<file path="config.mk">
export PLATFORM = sky130hd
export DESIGN_NAME = double_ended_queue_unit_flat
export DESIGN_NICKNAME = d
export VERILOG_FILES = /design/src/rtl/deq_pkg.sv /design/src/rtl/deq_if.sv /design/src/rtl/deq_ram.sv /design/src/rtl/deq_ctrl.sv /design/src/rtl/deq_dp.sv /design/src/rtl/double_ended_queue_unit.sv /design/src/flat_wrapper.sv
export SDC_FILE = /design/constraint.sdc
export NUM_CORES = 1
export LEC_CHECK = 0
export BUFFER_PORTS_ARGS = -buffer_cell sky130_fd_sc_hd__buf_4
export CAP_MARGIN = 30
export CORE_MARGIN = 3
export CORE_UTILIZATION = 60
export CTS_CLUSTER_DIAMETER = 200
export CTS_CLUSTER_SIZE = 14
export DETAILED_ROUTE_END_ITERATION = 8
export PLACE_DENSITY = 0.73
export SETUP_SLACK_MARGIN = 0.1
export SYNTH_ARGS = -nofsm -noshare
export SYNTH_HDL_FRONTEND = slang
export SYNTH_SLANG_ARGS = --single-unit
</file>
<file path="constraint.sdc">
create_clock -name clock -period 10.4 [get_ports clock]
set_input_delay 1.04 -clock clock [delete_from_list [all_inputs] [get_ports clock]]
set_output_delay 1.04 -clock clock [all_outputs]
set_load 0.005 [all_outputs]
</file>
<file path="src/rtl/deq_pkg.sv">
`default_nettype none
// ----------------------------------------------------------------------------
// Double-ended queue package
// Shared sizes, request and status codes, and the controller to datapath
// command and status bundles.
// ----------------------------------------------------------------------------
package deq_pkg;

   // Ring size and derived widths.
   localparam int DEPTH    = 16;
   localparam int IDX_W    = $clog2(DEPTH);
   localparam int CNT_W    = $clog2(DEPTH + 1);
   localparam int SUM_W    = CNT_W + 1;

   // Fixed field widths.
   localparam int WORD_W   = 32;
   localparam int REQ_W    = 3;
   localparam int STATUS_W = 2;
   localparam int FILL_W   = 5;

   // Request codes.
   typedef enum logic [REQ_W-1:0] {
      REQ_PUSH_FRONT = 3'd0,
      REQ_PUSH_BACK  = 3'd1,
      REQ_POP_FRONT  = 3'd2,
      REQ_POP_BACK   = 3'd3,
      REQ_PEEK_FRONT = 3'd4,
      REQ_PEEK_BACK  = 3'd5
   } req_code_type;

   // Result status codes.
   typedef enum logic [STATUS_W-1:0] {
      ST_OK    = 2'd0,
      ST_FULL  = 2'd1,
      ST_EMPTY = 2'd2
   } status_type;

   // Commands from the controller to the datapath.
   typedef struct packed {
      logic take;       // A request beat is accepted this cycle.
      logic load_read;  // Capture the word read from the ring.
   } dp_cmd_type;

   // Status from the datapath to the controller.
   typedef struct packed {
      logic needs_read; // The current request reads a ring entry.
   } dp_stat_type;

endpackage : deq_pkg
`default_nettype wire

</file>
<file path="src/rtl/deq_if.sv">
`default_nettype none
// ----------------------------------------------------------------------------
// Double-ended queue channel interfaces
// Valid/ready channels for request beats and response beats.
// ----------------------------------------------------------------------------

// Request channel: operation code and the word to push.
interface deq_req_if;
   logic                           valid;
   logic                           ready;
   logic [deq_pkg::REQ_W-1:0]      req_type;
   logic signed [deq_pkg::WORD_W-1:0] push_value;

   modport source (output valid, req_type, push_value, input ready);
   modport sink   (input valid, req_type, push_value, output ready);
endinterface : deq_req_if

// Response channel: word read, status, fill count and empty flag.
interface deq_rsp_if;
   logic                              valid;
   logic                              ready;
   logic signed [deq_pkg::WORD_W-1:0] read_value;
   logic [deq_pkg::STATUS_W-1:0]      status;
   logic [deq_pkg::FILL_W-1:0]        fill_count;
   logic                              is_empty;

   modport source (output valid, read_value, status, fill_count, is_empty, input ready);
   modport sink   (input valid, read_value, status, fill_count, is_empty, output ready);
endinterface : deq_rsp_if
`default_nettype wire

</file>
<file path="src/rtl/deq_ram.sv">
`default_nettype none
// ----------------------------------------------------------------------------
// Generic single-port RAM
// One write or read address per cycle, read data registered.
// ----------------------------------------------------------------------------
module deq_ram #(
   parameter int WIDTH   = 32,
   parameter int ENTRIES = 16
) (
   input  wire logic                       clock,
   input  wire logic                       we,
   input  wire logic [$clog2(ENTRIES)-1:0] addr,
   input  wire logic [WIDTH-1:0]           wdata,
   output logic      [WIDTH-1:0]           rdata
);

   logic [WIDTH-1:0] mem_ff [ENTRIES];
   logic [WIDTH-1:0] rdata_ff;

   // Write port and registered read port.
   always_ff @(posedge clock) begin
      if (we) begin
         mem_ff[addr] <= wdata;
      end
      rdata_ff <= mem_ff[addr];
   end

   assign rdata = rdata_ff;

endmodule : deq_ram
`default_nettype wire

</file>
<file path="src/rtl/deq_ctrl.sv">
`default_nettype none
// ----------------------------------------------------------------------------
// Double-ended queue controller
// Sequences one request at a time and owns the response valid flag.
// ----------------------------------------------------------------------------
module deq_ctrl (
   input  wire logic                 clock,
   input  wire logic                 reset,
   input  wire logic                 req_valid,
   output logic                      req_ready,
   output logic                      rsp_valid,
   input  wire logic                 rsp_ready,
   input  wire deq_pkg::dp_stat_type stat,
   output deq_pkg::dp_cmd_type       cmd
);
   import deq_pkg::*;

   typedef enum logic {
      S_IDLE,
      S_READ
   } state_type;

   state_type state_ff, state_in;
   logic      rsp_valid_ff, rsp_valid_in;
   logic      take;

   // A beat is taken when idle and the response register is free or draining.
   assign req_ready = (state_ff == S_IDLE) && (!rsp_valid_ff || rsp_ready);
   assign take      = req_valid && req_ready;

   assign cmd.take      = take;
   assign cmd.load_read = (state_ff == S_READ);
   assign rsp_valid     = rsp_valid_ff;

   // Next state and response valid.
   always_comb begin
      state_in     = state_ff;
      rsp_valid_in = rsp_valid_ff;
      if (rsp_valid_ff && rsp_ready) begin
         rsp_valid_in = 1'b0;
      end
      case (state_ff)
         S_IDLE: begin
            if (take) begin
               if (stat.needs_read) begin
                  state_in = S_READ;
               end else begin
                  rsp_valid_in = 1'b1;
               end
            end
         end
         S_READ: begin
            state_in     = S_IDLE;
            rsp_valid_in = 1'b1;
         end
         default: begin
            state_in = S_IDLE;
         end
      endcase
   end

   // State and registered outputs.
   always_ff @(posedge clock) begin
      if (reset) begin
         state_ff     <= S_IDLE;
         rsp_valid_ff <= 1'b0;
      end else begin
         state_ff     <= state_in;
         rsp_valid_ff <= rsp_valid_in;
      end
   end

   // The response register is always empty while a ring read is in flight.
   a_read_rsp_free: assert property (@(posedge clock) disable iff (reset)
      (state_ff == S_READ) |-> !rsp_valid_ff)
      else $error("response pending during ring read");

   // A ring read always produces a response beat in the following cycle.
   a_read_gives_rsp: assert property (@(posedge clock) disable iff (reset)
      (state_ff == S_READ) |=> (rsp_valid_ff && state_ff == S_IDLE))
      else $error("ring read did not produce a response");

   // A request without a ring read is answered in the next cycle.
   a_direct_rsp: assert property (@(posedge clock) disable iff (reset)
      (take && !stat.needs_read) |=> rsp_valid_ff)
      else $error("direct response missing");

endmodule : deq_ctrl
`default_nettype wire

</file>
<file path="src/rtl/deq_dp.sv">
`default_nettype none
// ----------------------------------------------------------------------------
// Double-ended queue datapath
// Ring indices, fill count, the entry RAM and the response registers.
// ----------------------------------------------------------------------------
module deq_dp (
   input  wire logic                               clock,
   input  wire logic                               reset,
   input  wire deq_pkg::dp_cmd_type                cmd,
   output deq_pkg::dp_stat_type                    stat,
   input  wire logic [deq_pkg::REQ_W-1:0]          req_code,
   input  wire logic signed [deq_pkg::WORD_W-1:0]  push_value,
   output logic signed [deq_pkg::WORD_W-1:0]       read_value,
   output logic [deq_pkg::STATUS_W-1:0]            status,
   output logic [deq_pkg::FILL_W-1:0]              fill_count,
   output logic                                    is_empty
);
   import deq_pkg::*;

   logic [IDX_W-1:0]  front_ff, front_in;
   logic [CNT_W-1:0]  count_ff, count_in;
   logic [WORD_W-1:0] read_value_ff;
   status_type        status_ff, status_in;
   logic [FILL_W-1:0] fill_ff;
   logic              empty_ff;

   logic [IDX_W-1:0]  front_dec, front_inc, back_free, back_last;
   logic [SUM_W-1:0]  sum_free, sum_last;
   logic              full, empty, needs_read;
   logic              ram_we;
   logic [IDX_W-1:0]  ram_addr;
   logic [WORD_W-1:0] ram_rdata;

   // Ring positions around the front and the back.
   assign full      = (count_ff == CNT_W'(DEPTH));
   assign empty     = (count_ff == '0);
   assign front_dec = (front_ff == '0) ? IDX_W'(DEPTH - 1) : front_ff - IDX_W'(1);
   assign front_inc = (front_ff == IDX_W'(DEPTH - 1)) ? '0 : front_ff + IDX_W'(1);
   assign sum_free  = SUM_W'(front_ff) + SUM_W'(count_ff);
   assign sum_last  = sum_free - SUM_W'(1);
   assign back_free = (sum_free >= SUM_W'(DEPTH)) ? IDX_W'(sum_free - SUM_W'(DEPTH))
                                                  : IDX_W'(sum_free);
   assign back_last = (sum_last >= SUM_W'(DEPTH)) ? IDX_W'(sum_last - SUM_W'(DEPTH))
                                                  : IDX_W'(sum_last);

   // Decode the request against the current ring state.
   always_comb begin
      front_in   = front_ff;
      count_in   = count_ff;
      status_in  = ST_OK;
      needs_read = 1'b0;
      ram_we     = 1'b0;
      ram_addr   = front_ff;
      case (req_code_type'(req_code))
         REQ_PUSH_FRONT: begin
            if (full) begin
               status_in = ST_FULL;
            end else begin
               ram_we   = 1'b1;
               ram_addr = front_dec;
               front_in = front_dec;
               count_in = count_ff + CNT_W'(1);
            end
         end
         REQ_PUSH_BACK: begin
            if (full) begin
               status_in = ST_FULL;
            end else begin
               ram_we   = 1'b1;
               ram_addr = back_free;
               count_in = count_ff + CNT_W'(1);
            end
         end
         REQ_POP_FRONT: begin
            if (empty) begin
               status_in = ST_EMPTY;
            end else begin
               needs_read = 1'b1;
               front_in   = front_inc;
               count_in   = count_ff - CNT_W'(1);
            end
         end
         REQ_POP_BACK: begin
            if (empty) begin
               status_in = ST_EMPTY;
            end else begin
               needs_read = 1'b1;
               ram_addr   = back_last;
               count_in   = count_ff - CNT_W'(1);
            end
         end
         REQ_PEEK_FRONT: begin
            if (empty) begin
               status_in = ST_EMPTY;
            end else begin
               needs_read = 1'b1;
            end
         end
         REQ_PEEK_BACK: begin
            if (empty) begin
               status_in = ST_EMPTY;
            end else begin
               needs_read = 1'b1;
               ram_addr   = back_last;
            end
         end
         default: begin
            status_in = ST_OK;
         end
      endcase
   end

   assign stat.needs_read = needs_read;

   // Entry storage.
   deq_ram #(
      .WIDTH   (WORD_W),
      .ENTRIES (DEPTH)
   ) u_ram (
      .clock (clock),
      .we    (ram_we && cmd.take),
      .addr  (ram_addr),
      .wdata (WORD_W'(push_value)),
      .rdata (ram_rdata)
   );

   // Ring indices and fill count.
   always_ff @(posedge clock) begin
      if (reset) begin
         front_ff <= '0;
         count_ff <= '0;
      end else if (cmd.take) begin
         front_ff <= front_in;
         count_ff <= count_in;
      end
   end

   // Response payload: status and count at the accept, the word after the read.
   always_ff @(posedge clock) begin
      if (cmd.take) begin
         read_value_ff <= '0;
         status_ff     <= status_in;
         fill_ff       <= FILL_W'(count_in);
         empty_ff      <= (count_in == '0);
      end else if (cmd.load_read) begin
         read_value_ff <= ram_rdata;
      end
   end

   assign read_value = signed'(read_value_ff);
   assign status     = status_ff;
   assign fill_count = fill_ff;
   assign is_empty   = empty_ff;

   // The fill count never exceeds the ring size.
   a_count_range: assert property (@(posedge clock) disable iff (reset)
      count_ff <= CNT_W'(DEPTH))
      else $error("fill count beyond ring size");

   // A rejected push leaves the ring untouched.
   a_full_hold: assert property (@(posedge clock) disable iff (reset)
      (cmd.take && status_in == ST_FULL) |=> ($stable(count_ff) && $stable(front_ff)))
      else $error("rejected push changed the ring");

   // A ring read is only requested when words are stored.
   a_read_nonempty: assert property (@(posedge clock) disable iff (reset)
      (cmd.take && needs_read) |-> !empty)
      else $error("ring read on empty queue");

endmodule : deq_dp
`default_nettype wire

</file>
<file path="src/rtl/double_ended_queue_unit.sv">
`default_nettype none
// ----------------------------------------------------------------------------
// Double-ended queue unit
// Ring-buffer deque of signed 32-bit words with push, pop and peek at both ends.
// ----------------------------------------------------------------------------
// Each request beat pushes a word at the front or back, pops it from either
// end, or peeks at either end, and returns exactly one response beat with the
// word read, a status (ok, full, empty), the fill count after the request and
// an empty flag. Pushes, rejected requests and unused codes are answered in
// the cycle after the accept; pops and peeks pass through S_READ first, as the
// ring is a single-port RAM with a registered read. One request is in work at
// a time: pushes go one beat per cycle while responses are taken; a pop or
// peek blocks new requests until its read is done. The response register lets
// a new request be accepted in the same cycle that the previous response is
// taken. Entries hold no reset value; only pushed words are ever read.
// ----------------------------------------------------------------------------
module double_ended_queue_unit (
   input wire logic clock,
   input wire logic reset,
   deq_req_if.sink   req_chan,
   deq_rsp_if.source rsp_chan
);
   import deq_pkg::*;

   dp_cmd_type  cmd;
   dp_stat_type stat;

   // Sequencer.
   deq_ctrl u_ctrl (
      .clock     (clock),
      .reset     (reset),
      .req_valid (req_chan.valid),
      .req_ready (req_chan.ready),
      .rsp_valid (rsp_chan.valid),
      .rsp_ready (rsp_chan.ready),
      .stat      (stat),
      .cmd       (cmd)
   );

   // Ring state, storage and response payload.
   deq_dp u_dp (
      .clock      (clock),
      .reset      (reset),
      .cmd        (cmd),
      .stat       (stat),
      .req_code   (req_chan.req_type),
      .push_value (req_chan.push_value),
      .read_value (rsp_chan.read_value),
      .status     (rsp_chan.status),
      .fill_count (rsp_chan.fill_count),
      .is_empty   (rsp_chan.is_empty)
   );

endmodule : double_ended_queue_unit
`default_nettype wire
</file>
<file path="src/flat_wrapper.sv">
// flat-port wrapper written by rule: the top's interface ports become plain ports
module double_ended_queue_unit_flat import deq_pkg::*;
  (clock, reset, req_chan_valid, req_chan_req_type, req_chan_push_value, req_chan_ready, rsp_chan_valid, rsp_chan_read_value, rsp_chan_status, rsp_chan_fill_count, rsp_chan_is_empty, rsp_chan_ready);
  deq_req_if req_chan_i ();
  deq_rsp_if rsp_chan_i ();
  input wire logic clock;
  input wire logic reset;
  input wire logic [$bits(req_chan_i.valid)-1:0] req_chan_valid;
  input wire logic [$bits(req_chan_i.req_type)-1:0] req_chan_req_type;
  input wire logic [$bits(req_chan_i.push_value)-1:0] req_chan_push_value;
  output wire logic [$bits(req_chan_i.ready)-1:0] req_chan_ready;
  output wire logic [$bits(rsp_chan_i.valid)-1:0] rsp_chan_valid;
  output wire logic [$bits(rsp_chan_i.read_value)-1:0] rsp_chan_read_value;
  output wire logic [$bits(rsp_chan_i.status)-1:0] rsp_chan_status;
  output wire logic [$bits(rsp_chan_i.fill_count)-1:0] rsp_chan_fill_count;
  output wire logic [$bits(rsp_chan_i.is_empty)-1:0] rsp_chan_is_empty;
  input wire logic [$bits(rsp_chan_i.ready)-1:0] rsp_chan_ready;
  assign req_chan_i.valid = req_chan_valid;
  assign req_chan_i.req_type = req_chan_req_type;
  assign req_chan_i.push_value = req_chan_push_value;
  assign req_chan_ready = req_chan_i.ready;
  assign rsp_chan_valid = rsp_chan_i.valid;
  assign rsp_chan_read_value = rsp_chan_i.read_value;
  assign rsp_chan_status = rsp_chan_i.status;
  assign rsp_chan_fill_count = rsp_chan_i.fill_count;
  assign rsp_chan_is_empty = rsp_chan_i.is_empty;
  assign rsp_chan_i.ready = rsp_chan_ready;
  double_ended_queue_unit u_core (.clock(clock), .reset(reset), .req_chan(req_chan_i), .rsp_chan(rsp_chan_i));
endmodule
</file>
; Yosys cells after proc, flatten, opt, wreduce, memory -nomap -nowiden
; Memories as Yosys holds them, arrays and structs flattened. A register that Yosys moved wholly into a read port is not among the register bits.
; Cells that the tools add are included.
[totals]
register_bits = 51
latch_bits = 0
ramBits = 512
mem_bits_ro = 0
in_bits = 39
output_inout_bits = 42
wordCells = 73
mem_count = 1
[memory_table]
columns = memory, depth, width, rd, rd_clocked_by_memory_dff, wr, line
row1 = u_core.u_dp.u_ram.mem_ff, 16, 32, 1, 1, 1, deq_ram.sv:17  ; logic [WIDTH-1:0] mem_ff [ENTRIES];
[op_classes]
addsub = 8
multipliers = 0
div = 0
n_lt_le_gt_ge = 2
eq_ne = 8
shift = 0
n_mux = 29
n_bitwise = 1
reduce_logical = 16
[ops]
columns = operator, n
row1 = 2-to-1 mux 4 bit, 8
row2 = ">= comparator 6 x 5 -> 1 bit, second input constant", 2
row3 = 2-to-1 mux 1 bit, 12
row4 = one-hot mux 4 bit (3 select lines), 1
row5 = "subtractor 4 x 1 -> 4 bit, second input constant", 3
row6 = zero test 5 bit, 2
row7 = 2-to-1 mux 5 bit, 2
row8 = one-hot mux 5 bit (2 select lines), 1
row9 = one-hot mux 4 bit (2 select lines), 1
row10 = adder 4 x 5 -> 6 bit, 1
row11 = "== test 3 x 2 -> 1 bit, second input constant", 2
row12 = "== test 3 bit, second input constant", 2
row13 = OR reduction 2 bit, 3
row14 = "subtractor 6 x 1 -> 6 bit, second input constant", 1
row15 = "adder 5 x 1 -> 5 bit, second input constant", 1
row16 = "== test 5 bit, second input constant", 1
row17 = "subtractor 5 x 1 -> 5 bit, second input constant", 1
row18 = "adder 4 x 1 -> 4 bit, second input constant", 1
row19 = "== test 4 bit, second input constant", 1
row20 = logical AND 1 bit, 4
row21 = zero test 4 bit, 1
row22 = one-hot mux 1 bit (2 select lines), 2
row23 = one-hot mux 2 bit (2 select lines), 1
row24 = OR reduction 4 bit, 1
row25 = 9 further kinds, 9

; Depth between registers and ports, before layout
[depth]
word_depth = 7
ltp_mapped = 14
depth_no_buf = 9

; Cells and area by module
; Synthesis repeated with hierarchy kept, for this count alone.
[unflattened]
cells_unflattened = 1151
hier_area_um2 = 22695.5
[modules_own_cells]
columns = module, n_inst, cells_each, area_per_inst_um2, seq_area_each_um2
row1 = deq_ram, 1, 840, 19862.8, 16015.4
row2 = deq_dp, 1, 299, 2712.6, 1061.0
row3 = deq_ctrl, 1, 12, 120.1, 40.0

; Worst setup path before layout
; No wires, ideal clock.
[synth_path]
kind = input-to-reg
from = in req_chan_req_type[0]
to = mem u_core.u_dp.u_ram.mem_ff[12][0] (enable)
setup_time_ns = 0.468
arrival_time_ns = 5.078
required_time_ns = 9.932
setup_slack_ns = 4.854
path_stages = 10
n_path_buf = 4
path_cell_list = clkbuf_1 -> nor2_1 -> a21oi_1 -> o22ai_2 -> a31o_1 -> buf_6 -> buf_12 -> buf_6 -> or3_1 -> nor3b_1
[synth_via]
elab_chain_cells = 6
word_cells_on_any_way = 11
cone_classes = eq/ne (3) / mux (4) / reduce/logical (4)
[synth_lines]
columns = element, line
row1 = "start, declared", flat_wrapper.sv:9  ; input wire logic [$bits(req_chan_i.req_type)-1:0] req_chan_req_type;
row2 = == test 3 x 1 -> 1 bit / zero test 3 bit (equally long branches), deq_dp.sv:54  ; case (req_code_type'(req_code))
row3 = OR reduction 2 bit (no source line), -
row4 = 2-to-1 mux 1 bit, -
row5 = logical AND 1 bit, deq_dp.sv:121  ; .we (ram_we && cmd.take),
row6 = 2-to-1 mux 1 bit, deq_ram.sv:22  ; if (we) begin
row7 = 2-to-1 mux 1 bit (implied by the code), deq_ram.sv:23  ; mem_ff[addr] <= wdata;
row8 = "end, declared", deq_ram.sv:17
; Several ways; a longest one is shown, not always the timed one.

; Worst setup path in the final report
[layout_path]
from = reg u_core.u_dp.front_ff[0]
to = mem u_core.u_dp.u_ram.mem_ff[8][24] (enable)
[layout_via]
elab_chain_cells = 6
word_cells_on_any_way = 15
cone_classes = add/sub (5) / order compare (2) / mux (7) / reduce/logical (1)
[layout_lines]
columns = element, line
row1 = "start, declared", deq_dp.sv:20  ; logic [IDX_W-1:0] front_ff, front_in;
row2 = "start signal, assigned", deq_dp.sv:133  ; front_ff <= front_in;
row3 = adder 4 x 5 -> 6 bit, deq_dp.sv:39  ; assign sum_free = SUM_W'(front_ff) + SUM_W'(count_ff);
row4 = subtractor 6 x 1 -> 6 bit, deq_dp.sv:40  ; assign sum_last = sum_free - SUM_W'(1);
row5 = >= comparator 6 x 5 -> 1 bit / subtractor 4 x 1 -> 4 bit (equally long branches), deq_dp.sv:43  ; assign back_last = (sum_last >= SUM_W'(DEPTH)) ? IDX_W'(sum_last - SUM_W'(DEPTH))
row6 = 2-to-1 mux 4 bit, deq_dp.sv:43
row7 = 2-to-1 mux 4 bit, "deq_dp.sv:84, deq_dp.sv:100"
row8 = one-hot mux 4 bit (3 select lines) (*), deq_dp.sv:54
; Mark *: on every way between the ends. The rest lies on a longest branch, timed or not.

==> flow_summary.yaml <==
run_status:
  status: "finished clean"
drt:
  first_iter_violations: 901
  num_vias: 11000
  first_pass_iters: 5
  vias_per_cell: 6.18
  ant_nets: 0
  drc: 0
  routedWlPerCell_um: 25.6
  drt-total-wl_um: 45800
layout:
  fillers: 2402
  nets: 1288
  fin_util: 0.686
  area_growth_pct: 11.8
  drive_gt1_frac: 0.205
  n_antenna_cell: 0
logic_synthesis:
  synthesis.nets: 1191
  ys_ff_latch: 595
  synth_cells: 1141
  synth.most_common_cell: "edfxtp_1"
  synthTopCellsByCount: "edfxtp_1 (520), mux2i_1 (129), dfxtp_1 (75), mux4_2 (69), nor2_1 (68)"
  synth.area.mux_share: 0.189
  netlist.area_leader.share: 0.671
  ys_warn_count: 0
  synth_xor_area_frac: 0.00226
  ys_types: 56
  synth_area_per_cell_sq_um: 20.4
  synth_top_area_cell: "edfxtp_1"
  synth_top_family_by_area: "multiplexers"
  synth_compound_area_frac: 0.0176
  synthesis.area_sq_um: 23300
  synthAdderAreaFrac: 0.00624
  synthTopCellsByArea: "edfxtp_1 (67%), mux4_2 (6.7%), mux4_1 (6.7%)"
  synth_simple_gate_area_share: 0.0281
  async_flop_share: 0
  yosys_most_used_dff: "edfxtp_1"
  yosysSeqAreaShare: 0.736
  synth-edff-count: 520
sta:
  hold_violations: 0
  fin_worst_skew_ns: 0.0222
  holdWs_ns: 0.465
  setup_viol: 0
  final.setup.tns_ns: 0
  max_freq_mhz: 228
  max_slew_margin: 0.416
  post-route-period-util: 0.422
  slew_violations: 0
  max_slew.worst_pin.slew_ns: 0.875
  period_needed_ns: 4.38
  grt_setup_unrepaired: "no"
clocking:
  post_cts_buffers: 0
  cts_tree: "built"
  htree_levels: 2
  insertion_delay_ns: 0.59
  cts_resized: 0
  cts_buffers: 48
  cts_root_buf: "clkbuf_16"
  path_clk_slew_ns: 0.07
  clk_path_buf_depth: 3
  cts_hold_buf: 0
  cts.sinks: 595
power_and_ir_drop:
  vdd_drop_max_uv: 140
  fin_total_pwr_mw: 5.07
  power.density_nw_per_um2: 195
  power.leakage_nw: 8.75
global_routing:
  gr-usage-all-layers: 0.229
  grt-ovfl-total: 0
  antenna_found_initial: 1
  grt_max_degree: 57
  grt_pass1_wl_um: 70500
  first_global_vias: 11300
die:
  core_area_sq_um: 37900
  die_x_um: 203
  start_util: 0.613
  num_rows: 71
  die_area_sq_um: 41200
  die_h_um: 203
  ios: 81
setup_path:
  startpoint_type: "flip-flop"
  path_buf_inv: 3
  path_common_cell: "buf_4"
  end_kind: "flip-flop"
  crit_type: "reg2reg"
  cp_data_arrival_time_ns: 4.63
  path_max_fanout: 39
  slowest_delay_ns: 0.67
  cp_cell_sequence: "inv_1, ha_1, nor2b_1, or3_1, a21oi_1, a211oi_1, a311o_2, buf_4, or2_1, nor2_4, buf_4"
  path_delay_family: "simple AND/OR/NAND/NOR gates"
  critical_path_required_ns: 10.65
  cp_slowest_cell: "nor2_4"
place:
  portBuffers: 80
  place_hpwl_um: 26000
  gp_congestion: 0.794
flow_run:
  max-cap-violations: 0
min_path:
  hp-class: "reg2reg"
## power breakdown
group	leakage [nW]	total [mW]	switching (mW)	internal [mW]
sequential	5.30	2.73	0.0492	2.68
clock	0.662	1.68	0.788	0.889
combinational	2.78	0.661	0.347	0.314
total	8.75	5.07	1.18	3.88
## worst register-to-register path, stage by stage (launching register included)
cell and delay, ns:
dfxtp_1 0.53, inv_1 0.19, ha_1 0.25, nor2b_1 0.14, or3_1 0.33, a21oi_1 0.15, a211oi_1 0.07, a311o_2 0.37
buf_4 0.38, or2_1 0.50, nor2_4 0.68, buf_4 0.45
## area by class of cell
class,count,area [sq um],area share
sequential,595,17100,0.658
multi-input combinational,469,5790,0.223
clock buffer,86,1370,0.0525
timing repair buffer,111,1010,0.0390
tap,511,639,0.0246
inverter,13,48.8,0.00188
clock inverter,2,28.8,0.00111
## cells in the final DEF, fill, tap and decap left out, types with 18 or more instances in the layout
| master | Yosys | final |
|---|---|---|
| buf_4 | 0 | 99 |
| clkbuf_1 | 26 | 37 |
| clkbuf_16 | 0 | 49 |
| dfxtp_1 | 75 | 74 |
| edfxtp_1 | 520 | 520 |
| mux2i_1 | 129 | 129 |
| mux4_1 | 59 | 59 |
| mux4_2 | 69 | 69 |
| nand2_1 | 18 | 18 |
| nor2_1 | 68 | 56 |
## routing by layer
| metal | part of all wire | vias up | track usage |
|---|---|---|---|
| met5 | 0.00015 | - | 0 |
| li1 | - | 4859 | - |
| met4 | 0.026 | 2 | 0.0760 |
| met3 | 0.060 | 79 | 0.0391 |
| met1 | 0.42 | 5742 | 0.331 |
| met2 | 0.49 | 357 | 0.364 |
## through the flow
step	cells	setup WS [ns]	area, sq um
CTS	1787	5.98	26000
floorplan	1141	4.85	23300
global placement	1687	5.72	24300
finish	1787	6.02	26000
detailed placement	1699	5.81	24600
global route	1787	5.75	26000
## cell families after synthesis
group,Yosys count
AO/OA/AOI/OAI,62
flip-flops,595
adder cells (fa/ha/maj),11
multiplexers,257
AND/OR/NAND/NOR,133
buffers and inverters,77
XOR/XNOR,6
## path summary, 6_finish.rpt
kind	depth (start not counted)	slack [ns]	start	to
worst max-delay path	11	6.02	u_core.u_dp.front_ff[0]	u_core.u_dp.u_ram.mem_ff[8][24]
worst min-delay path	2	0.47	u_core.u_dp.u_ram.rdata[21]	u_core.u_dp.read_value[21]
worst max register to register	11	6.02	u_core.u_dp.front_ff[0]	u_core.u_dp.u_ram.mem_ff[8][24]
worst min register to register	2	0.47	u_core.u_dp.u_ram.rdata[21]	u_core.u_dp.read_value[21]
## state kept, by name, summed over array words and instances, names as in the netlist
signal,cells
u_core.u_ctrl.rsp_valid,1
u_core.u_dp.front_ff,4
u_core.u_dp.fill_count,5
u_core.u_dp.u_ram.rdata,32
u_core.u_dp.status,2
u_core.u_dp.u_ram.mem_ff,512
u_core.u_ctrl.state_ff,1
u_core.u_dp.count_ff,5
u_core.u_dp.is_empty,1
u_core.u_dp.read_value,32
No activity file was read; power rests on OpenSTA's default activity.
